**src/rtl/core/itra_pkg.sv**
```systemverilog
// ----------------------------------------------------------------------------
// itra_pkg
// Shared types, constants and the digit-to-ASCII mapping for the radix
// converter.
// ----------------------------------------------------------------------------
package itra_pkg;

    localparam int VALUE_W = 31;
    localparam int RADIX_W = 6;
    localparam int DIGIT_W = 6;
    localparam int CHAR_W  = 7;

    // dividend register is padded to a multiple of the per-cycle step
    localparam int DIV_W     = 32;
    localparam int STEP_BITS = 8;
    localparam int DIV_STEPS = DIV_W / STEP_BITS;
    localparam int PHASE_W   = $clog2(DIV_STEPS);

    localparam int QUEUE_DEPTH = 2;
    localparam int QPTR_W      = $clog2(QUEUE_DEPTH);
    localparam int QCNT_W      = $clog2(QUEUE_DEPTH + 1);

    localparam logic [RADIX_W-1:0] RADIX_MIN   = 6'd2;
    localparam logic [RADIX_W-1:0] RADIX_MAX   = 6'd36;
    localparam logic [RADIX_W-1:0] RADIX_DEC   = 6'd10;
    localparam logic [RADIX_W-1:0] RADIX_ALPHA = 6'd26;

    localparam logic [CHAR_W-1:0] ASCII_ZERO   = 7'd48;
    localparam logic [CHAR_W-1:0] ASCII_COLON  = 7'd58;
    localparam logic [CHAR_W-1:0] LETTER_GAP   = 7'd7;
    localparam logic [CHAR_W-1:0] ALPHA_OFFSET = 7'd17;

    typedef struct packed {
        logic [VALUE_W-1:0] value;
        logic [RADIX_W-1:0] radix;
        logic               bad;
    } t_item;

    function automatic logic [CHAR_W-1:0] digit_to_ascii(
        input logic [DIGIT_W-1:0] d,
        input logic [RADIX_W-1:0] radix
    );
        logic [CHAR_W-1:0] c;
        c = ASCII_ZERO + {1'b0, d};
        if (radix >= RADIX_DEC) begin
            if (radix == RADIX_ALPHA) begin
                c = c + ALPHA_OFFSET;
            end else if (c >= ASCII_COLON) begin
                c = c + LETTER_GAP;
            end
        end
        return c;
    endfunction

endpackage

```
**src/rtl/core/integer_to_radix_ascii.sv**
```systemverilog
// ----------------------------------------------------------------------------
// integer_to_radix_ascii
// Flow: input register and queue to the engine, one division pass per digit, then
//   the digit store is read back and a character emitted per digit; bad radix: a
//   lone zero beat. The engine takes no new item until the last character of D
//   digits (up to 31) is out, set by the one division unit and by output stalls.
// Reset: synchronous active-low; clears control, digit store is not cleared.
// ----------------------------------------------------------------------------
module integer_to_radix_ascii #(
    parameter int MAX_DIGITS = 32
) (
    input  logic                          i_clk,
    input  logic                          i_rst_n,
    input  logic                          i_valid,
    output logic                          o_ready,
    input  logic [itra_pkg::VALUE_W-1:0]  i_value,
    input  logic [itra_pkg::RADIX_W-1:0]  i_radix,
    output logic                          o_valid,
    input  logic                          i_ready,
    output logic [itra_pkg::CHAR_W-1:0]   o_character,
    output logic                          o_last,
    output logic                          o_bad_radix
);
    import itra_pkg::*;

    logic  w_push;
    logic  w_push_ready;
    t_item w_front_item;
    logic  w_q_valid;
    logic  w_pop;
    t_item w_q_item;

    itra_front u_front (
        .i_clk        (i_clk),
        .i_rst_n      (i_rst_n),
        .i_valid      (i_valid),
        .o_ready      (o_ready),
        .i_value      (i_value),
        .i_radix      (i_radix),
        .o_push       (w_push),
        .i_push_ready (w_push_ready),
        .o_item       (w_front_item)
    );

    itra_queue u_queue (
        .i_clk        (i_clk),
        .i_rst_n      (i_rst_n),
        .i_push       (w_push),
        .o_push_ready (w_push_ready),
        .i_item       (w_front_item),
        .o_valid      (w_q_valid),
        .i_pop        (w_pop),
        .o_item       (w_q_item)
    );

    itra_back #(
        .MAX_DIGITS (MAX_DIGITS)
    ) u_back (
        .i_clk       (i_clk),
        .i_rst_n     (i_rst_n),
        .i_valid     (w_q_valid),
        .o_pop       (w_pop),
        .i_item      (w_q_item),
        .o_valid     (o_valid),
        .i_ready     (i_ready),
        .o_character (o_character),
        .o_last      (o_last),
        .o_bad_radix (o_bad_radix)
    );

endmodule

```
**src/rtl/core/itra_front.sv**
```systemverilog
// ----------------------------------------------------------------------------
// itra_front
// Input stage: registers each beat and flags a radix outside 2..36.
// ----------------------------------------------------------------------------
module itra_front (
    input  logic                          i_clk,
    input  logic                          i_rst_n,
    input  logic                          i_valid,
    output logic                          o_ready,
    input  logic [itra_pkg::VALUE_W-1:0]  i_value,
    input  logic [itra_pkg::RADIX_W-1:0]  i_radix,
    output logic                          o_push,
    input  logic                          i_push_ready,
    output itra_pkg::t_item               o_item
);
    import itra_pkg::*;

    logic  r_valid;
    t_item r_item;
    logic  w_accept;

    assign o_ready  = !r_valid || i_push_ready;
    assign w_accept = i_valid && o_ready;
    assign o_push   = r_valid;
    assign o_item   = r_item;

    always_ff @(posedge i_clk) begin
        if (!i_rst_n) begin
            r_valid <= 1'b0;
        end else if (w_accept) begin
            r_valid <= 1'b1;
        end else if (i_push_ready) begin
            r_valid <= 1'b0;
        end
    end

    always_ff @(posedge i_clk) begin
        if (w_accept) begin
            r_item.value <= i_value;
            r_item.radix <= i_radix;
            r_item.bad   <= !(i_radix inside {[RADIX_MIN:RADIX_MAX]});
        end
    end

endmodule

```
**src/rtl/core/itra_queue.sv**
```systemverilog
// ----------------------------------------------------------------------------
// itra_queue
// Small FIFO between the input stage and the conversion engine.
// ----------------------------------------------------------------------------
module itra_queue (
    input  logic            i_clk,
    input  logic            i_rst_n,
    input  logic            i_push,
    output logic            o_push_ready,
    input  itra_pkg::t_item i_item,
    output logic            o_valid,
    input  logic            i_pop,
    output itra_pkg::t_item o_item
);
    import itra_pkg::*;

    t_item             r_mem [QUEUE_DEPTH];
    logic [QPTR_W-1:0] r_wr_ptr;
    logic [QPTR_W-1:0] r_rd_ptr;
    logic [QCNT_W-1:0] r_count;
    logic              w_wr;
    logic              w_rd;

    assign o_push_ready = (r_count != QCNT_W'(QUEUE_DEPTH));
    assign o_valid      = (r_count != '0);
    assign o_item       = r_mem[r_rd_ptr];
    assign w_wr         = i_push && o_push_ready;
    assign w_rd         = i_pop && o_valid;

    always_ff @(posedge i_clk) begin
        if (!i_rst_n) begin
            r_wr_ptr <= '0;
            r_rd_ptr <= '0;
            r_count  <= '0;
        end else begin
            if (w_wr) begin
                r_wr_ptr <= r_wr_ptr + 1'b1;
            end
            if (w_rd) begin
                r_rd_ptr <= r_rd_ptr + 1'b1;
            end
            if (w_wr && !w_rd) begin
                r_count <= r_count + 1'b1;
            end else if (!w_wr && w_rd) begin
                r_count <= r_count - 1'b1;
            end
        end
    end

    always_ff @(posedge i_clk) begin
        if (w_wr) begin
            r_mem[r_wr_ptr] <= i_item;
        end
    end

endmodule

```
**src/rtl/core/itra_back.sv**
```systemverilog
// ----------------------------------------------------------------------------
// itra_back
// Conversion engine: repeated division by the radix, eight quotient bits a
// cycle, digits kept in a local store and replayed most significant first.
// ----------------------------------------------------------------------------
module itra_back #(
    parameter int MAX_DIGITS = 32
) (
    input  logic                         i_clk,
    input  logic                         i_rst_n,
    input  logic                         i_valid,
    output logic                         o_pop,
    input  itra_pkg::t_item              i_item,
    output logic                         o_valid,
    input  logic                         i_ready,
    output logic [itra_pkg::CHAR_W-1:0]  o_character,
    output logic                         o_last,
    output logic                         o_bad_radix
);
    import itra_pkg::*;

    localparam int AW = $clog2(MAX_DIGITS);

    typedef enum logic [2:0] {
        S_IDLE,
        S_BAD,
        S_DIV,
        S_RD,
        S_EMIT
    } t_state;

    t_state             r_state,  n_state;
    logic [RADIX_W-1:0] r_radix,  n_radix;
    logic [DIV_W-1:0]   r_dvd,    n_dvd;
    logic [DIGIT_W-1:0] r_rem,    n_rem;
    logic [PHASE_W-1:0] r_phase,  n_phase;
    logic [AW-1:0]      r_cnt,    n_cnt;
    logic [AW-1:0]      r_ptr,    n_ptr;
    logic               r_out_valid, n_out_valid;
    logic [CHAR_W-1:0]  r_char,   n_char;
    logic               r_last,   n_last;
    logic               r_bad,    n_bad;

    logic [DIGIT_W-1:0] r_mem [MAX_DIGITS];
    logic [DIGIT_W-1:0] r_rd_data;

    logic [DIGIT_W:0]   w_rem;
    logic [DIV_W-1:0]   w_dvd;
    logic               w_out_free;
    logic               w_we;

    assign w_out_free  = !r_out_valid || i_ready;
    assign o_pop       = (r_state == S_IDLE) && i_valid;
    assign o_valid     = r_out_valid;
    assign o_character = r_char;
    assign o_last      = r_last;
    assign o_bad_radix = r_bad;
    assign w_we        = (r_state == S_DIV) && (r_phase == PHASE_W'(DIV_STEPS - 1));

    // restoring division, STEP_BITS quotient bits per cycle
    always_comb begin
        w_rem = {1'b0, r_rem};
        w_dvd = r_dvd;
        for (int i = 0; i < STEP_BITS; i++) begin
            w_rem = {w_rem[DIGIT_W-1:0], w_dvd[DIV_W-1]};
            w_dvd = {w_dvd[DIV_W-2:0], 1'b0};
            if (w_rem >= {1'b0, r_radix}) begin
                w_rem    = w_rem - {1'b0, r_radix};
                w_dvd[0] = 1'b1;
            end
        end
    end

    always_comb begin
        n_state     = r_state;
        n_radix     = r_radix;
        n_dvd       = r_dvd;
        n_rem       = r_rem;
        n_phase     = r_phase;
        n_cnt       = r_cnt;
        n_ptr       = r_ptr;
        n_out_valid = r_out_valid && !i_ready;
        n_char      = r_char;
        n_last      = r_last;
        n_bad       = r_bad;

        case (r_state)
            S_IDLE: begin
                if (i_valid) begin
                    n_radix = i_item.radix;
                    n_dvd   = {{(DIV_W - VALUE_W){1'b0}}, i_item.value};
                    n_rem   = '0;
                    n_phase = '0;
                    n_cnt   = '0;
                    n_state = i_item.bad ? S_BAD : S_DIV;
                end
            end
            S_BAD: begin
                if (w_out_free) begin
                    n_out_valid = 1'b1;
                    n_char      = '0;
                    n_last      = 1'b1;
                    n_bad       = 1'b1;
                    n_state     = S_IDLE;
                end
            end
            S_DIV: begin
                n_dvd   = w_dvd;
                n_rem   = w_rem[DIGIT_W-1:0];
                n_phase = r_phase + 1'b1;
                if (w_we) begin
                    n_rem = '0;
                    if ((w_dvd != '0) && (r_cnt != AW'(MAX_DIGITS - 1))) begin
                        n_cnt = r_cnt + 1'b1;
                    end else begin
                        n_ptr   = r_cnt;
                        n_state = S_RD;
                    end
                end
            end
            S_RD: begin
                n_state = S_EMIT;
            end
            S_EMIT: begin
                if (w_out_free) begin
                    n_out_valid = 1'b1;
                    n_char      = digit_to_ascii(r_rd_data, r_radix);
                    n_last      = (r_ptr == '0);
                    n_bad       = 1'b0;
                    if (r_ptr == '0) begin
                        n_state = S_IDLE;
                    end else begin
                        n_ptr   = r_ptr - 1'b1;
                        n_state = S_RD;
                    end
                end
            end
            default: begin
                n_state = S_IDLE;
            end
        endcase
    end

    always_ff @(posedge i_clk) begin
        if (!i_rst_n) begin
            r_state     <= S_IDLE;
            r_out_valid <= 1'b0;
            r_phase     <= '0;
            r_cnt       <= '0;
            r_ptr       <= '0;
        end else begin
            r_state     <= n_state;
            r_out_valid <= n_out_valid;
            r_phase     <= n_phase;
            r_cnt       <= n_cnt;
            r_ptr       <= n_ptr;
        end
        r_radix <= n_radix;
        r_dvd   <= n_dvd;
        r_rem   <= n_rem;
        r_char  <= n_char;
        r_last  <= n_last;
        r_bad   <= n_bad;
    end

    always_ff @(posedge i_clk) begin
        if (w_we) begin
            r_mem[r_cnt] <= w_rem[DIGIT_W-1:0];
        end
        r_rd_data <= r_mem[r_ptr];
    end

endmodule

```
**config.mk**
```make
export PLATFORM = sky130hd
export DESIGN_NAME = integer_to_radix_ascii
export DESIGN_NICKNAME = d
export VERILOG_FILES = /design/src/rtl/core/itra_pkg.sv /design/src/rtl/core/integer_to_radix_ascii.sv /design/src/rtl/core/itra_front.sv /design/src/rtl/core/itra_queue.sv /design/src/rtl/core/itra_back.sv
export SDC_FILE = /design/constraint.sdc
export NUM_CORES = 1
export LEC_CHECK = 0
export BUFFER_PORTS_ARGS = -buffer_cell sky130_fd_sc_hd__buf_4
export CORE_MARGIN = 10
export CORE_UTILIZATION = 25
export CTS_CLUSTER_DIAMETER = 40
export DETAILED_ROUTE_END_ITERATION = 10
export MAX_ROUTING_LAYER = met4
export PLACE_DENSITY = 0.37
export SYNTH_ARGS = -nofsm -noshare
export SYNTH_HDL_FRONTEND = slang
export SYNTH_SLANG_ARGS = --single-unit
export TNS_END_PERCENT = 10
```
**constraint.sdc**
```tcl
create_clock -name i_clk -period 18.6 [get_ports i_clk]
set_input_delay 1.86 -clock i_clk [delete_from_list [all_inputs] [get_ports i_clk]]
set_output_delay 1.86 -clock i_clk [all_outputs]
set_load 0.01 [all_outputs]
```
==> metrics.md <==
| Metric | Value |
|---|---|
| Port bufs | 51 |
| Max-Cap Viols | 0 |
| Iteration-0 DRC count of the detailed router | 763 |
| Final HPWL DP | between 30000 and 40000 um |
| Clock skew | between 40 and 50 ps |
| R2R cell count | 70 |
| Post-synthesis sequential area ratio | 63.5% |
| Flop-to-flop setup slack | between 1500 and 2000 ps |
| Startpoint types | register |
| Most common cell after layout, fill and taps aside | edfxtp_1 |
| Syn nets | 1311 |
| Fillers | ~7000 |
| Crit Reg-Reg Endpoint | u_back.r_rem[5]$_SDFFCE_PN0P_ |
| Clk pin slew, worst setup/hold paths | roughly 50 ps |
| FFs w/ async S/R, synth | 0% |
| Grt total ovfl | 0 |
| # nets final | 1412 |
| Chip Height | 287 um |
| Arrival @ worst endpoint | around 17000 ps |
| YS warnings | 0 |
| Min Tclk post-route | between 15000 and 20000 ps |
| Ys flop type | edfxtp_1 |
| Die Wd | approximately 290 um |
| Share of layout cells above drive strength 1 | a little under a quarter |
| # clock sinks | 387 |
| Slew of the pin with the lowest slew margin | 1030 ps |
| Synth Area per Inst | around 15 sq um |
| Final worst path period share | about nine tenths |
| CP required | between 15000 and 20000 ps |
| Crit path max-delay cell type | mux2_4 |
| DRT antenna net count | 0 |
| Cell mode on critical path | ha_1 |
| Post-Route WL | a little under 50000 um |
| Pins Over Slew Limit | 0 |
| DRC viols | 0 |
| Post-Syn Area | about 0.018 sq mm |
| H-tree depth | 3 |
| Total CTS buffers | between 60 and 70 |
| Post-synthesis cell type count | 79 |
| Crit path launch | u_back.r_rem[3]$_SDFFCE_PN0P_ |
| Setup TNS | 0 ps |
| Status | completed |
| Clock insertion delay at the later pin of the skew report | about 600 ps |
| Crit path capture | u_back.r_rem[5]$_SDFFCE_PN0P_ |
| Worst stage delay on the critical path | between 500 and 600 ps |
| CTS root buffer | clkbuf_16 |
| Hold slack | between 400 and 500 ps |
| P&R area growth vs syn | 22.1% |
| # setup viols final | 0 |
| Post-synth EDFFs | between 300 and 400 |
| #FFs+latches synth | 387 |
| Worst-path fanout max | 33 |
| Initial antenna violation count | 3 |
| Cells after Synth | 1200 |
| Top post-synthesis cells by area | edfxtp_1, mux4_2, ha_1, dfxtp_1, mux2i_1 |
| F_max | between 0.05 and 0.06 GHz |
| HP Class | reg2reg |
| Fin. Hold Viols | 0 |
| DRT Pass-1 Iters | 5 |
| TritonCTS clock tree | done |
| Global-route wire length before repair | between 70000 and 80000 um |
| # rows | 97 |
| Die area | 0.0825 sq mm |
| Post-synth top area share | a little over 60% |
| Worst setup EP type | register |
| Unrepaired setup endpoints after global routing | false |
| Crit Reg-Reg Startpoint | u_back.r_rem[3]$_SDFFCE_PN0P_ |
| Via count | between 10000 and 15000 |
| Top cell type by total area after synthesis | edfxtp_1 |
| Ports | 52 |
| Fin area | roughly 0.022 sq mm |
| Max clock buf depth | 3 |
| Max transition margin | between 30% and 40% |
| Pin count of the biggest net entering global routing | 64 |
| Setup CP Type | reg2reg |
| Most frequent cells in the layout | edfxtp_1, nand2_1, nor2_1 |
| Core area | ~0.070 sq mm |
| Dpl cell area | between 0.015 and 0.02 sq mm |
| Vias in the first global route | 10700 |
| Starting Density | around a quarter |
| Cts hold-fix bufs | 0 |
| Routability cong. | between 0.8 and 0.9 |
| GRT Overall Usage | 12.0% |
| Wire per inst | 21.5 um |
| Vias per cell | about 4.6 |
## critical path: cells and delay by family (launching register included)
kind / cells / cell delay, ps
AO/OA/AOI/OAI: 34 / 7400
AND/OR/NAND/NOR: 16 / 2950
multiplexers: 7 / 2880
adder cells (fa/ha/maj): 8 / 2550
buffers and inverters: 5 / 510
flip-flops: 1 / 420
## layout make-up
| type | count | area [sq um] | share of cell area, % |
|---|---|---|---|
| diodes | 1 | 2.50 | 0.0115 |
| multi-input cells | 722 | 6310 | 28.9 |
| clock inverters | 42 | 459 | 2.11 |
| repair buffers | 74 | 568 | 2.61 |
| clock buffers | 79 | 1740 | 8.00 |
| flip-flops and latches | 387 | 11300 | 52.1 |
| inverters | 50 | 188 | 0.861 |
| well taps | 940 | 1180 | 5.40 |
## metal layers
layer  wire length [um]  GRT usage, %
met1              23800          16.4
met2              22000          17.6
met3               2270          2.42
met4               1190          3.70
met5                  0             -
## worst min path at each step
stage,depth (start not counted),slack [ps],startpoint,end
finish,0,440,u_front.o_item[20]$_DFFE_PP_,u_queue.r_mem[1][20]$_DFFE_PP_
global route,0,460,u_front.o_item[20]$_DFFE_PP_,u_queue.r_mem[0][20]$_DFFE_PP_
CTS,0,440,u_front.o_item[17]$_DFFE_PP_,u_queue.r_mem[0][17]$_DFFE_PP_
detailed placement,0,430,u_front.o_item[17]$_DFFE_PP_,u_queue.r_mem[0][17]$_DFFE_PP_
global placement,0,420,u_front.o_item[26]$_DFFE_PP_,u_queue.r_mem[0][26]$_DFFE_PP_
floorplan,0,420,u_front.o_item[0]$_DFFE_PP_,u_queue.r_mem[0][0]$_DFFE_PP_
## kinds of logic after synthesis
logic type | share of synthesized area [%]
XOR/XNOR | 1.47
adder cells (fa/ha/maj) | 5.24
AND/OR/NAND/NOR | 7.91
AO/OA/AOI/OAI | 7.91
flip-flops | 63.5
multiplexers | 11.9
buffers and inverters | 2.03
## registers in the layout, indices dropped and copies added, names as in the netlist, named ones only
name,count
u_back.r_mem,192
u_queue.r_mem,76
u_front.o_item,38
u_back.r_dvd,32
u_back.o_character,7
u_back.r_radix,6
u_back.r_rd_data,6
u_back.r_rem,6
u_back.r_cnt,5
u_back.r_ptr,5
u_back.r_state,3
u_back.r_phase,2
u_queue.r_count,2
u_back.o_bad_radix,1
u_back.o_last,1
u_back.o_valid,1
u_front.o_push,1
u_queue.r_rd_ptr,1
u_queue.r_wr_ptr,1
## what timing repair did
action                                  in CTS  in global routing
buffers inserted                             0                  1
endpoints found under the setup margin       0                198
gates resized for setup                      0                 16
## per-stage QoR
stage | util [%] | instances | setup WS [ps]
final | 31.0 | 2295 | 1590
after global routing | 31.0 | 2295 | 95.4
after floorplan | - | 1200 | 1590
after detailed placement | 27.6 | 2169 | 1060
after global placement | 27.6 | 2169 | 1320
after CTS | 30.7 | 2290 | 985
## synth_stat cells (all sizes together), types with 8 or more instances
cell type  number
o211ai          9
nand2b         13
a21o           14
ha             62
nand2          82
edfxtp        359
and2           10
xnor2          20
dfxtp          28
nand3          19
mux2           31
nor3           11
nor4           10
mux2i          42
mux4           60
a21oi          37
o21ai          65
nor3b           9
fa              8
xor2           10
buf            11
clkbuf         33
nor2           77
inv            50
nor2b          14
Power is not shown: default switching activity piles up to over one toggle a cycle in this logic, so the estimate is an artifact.
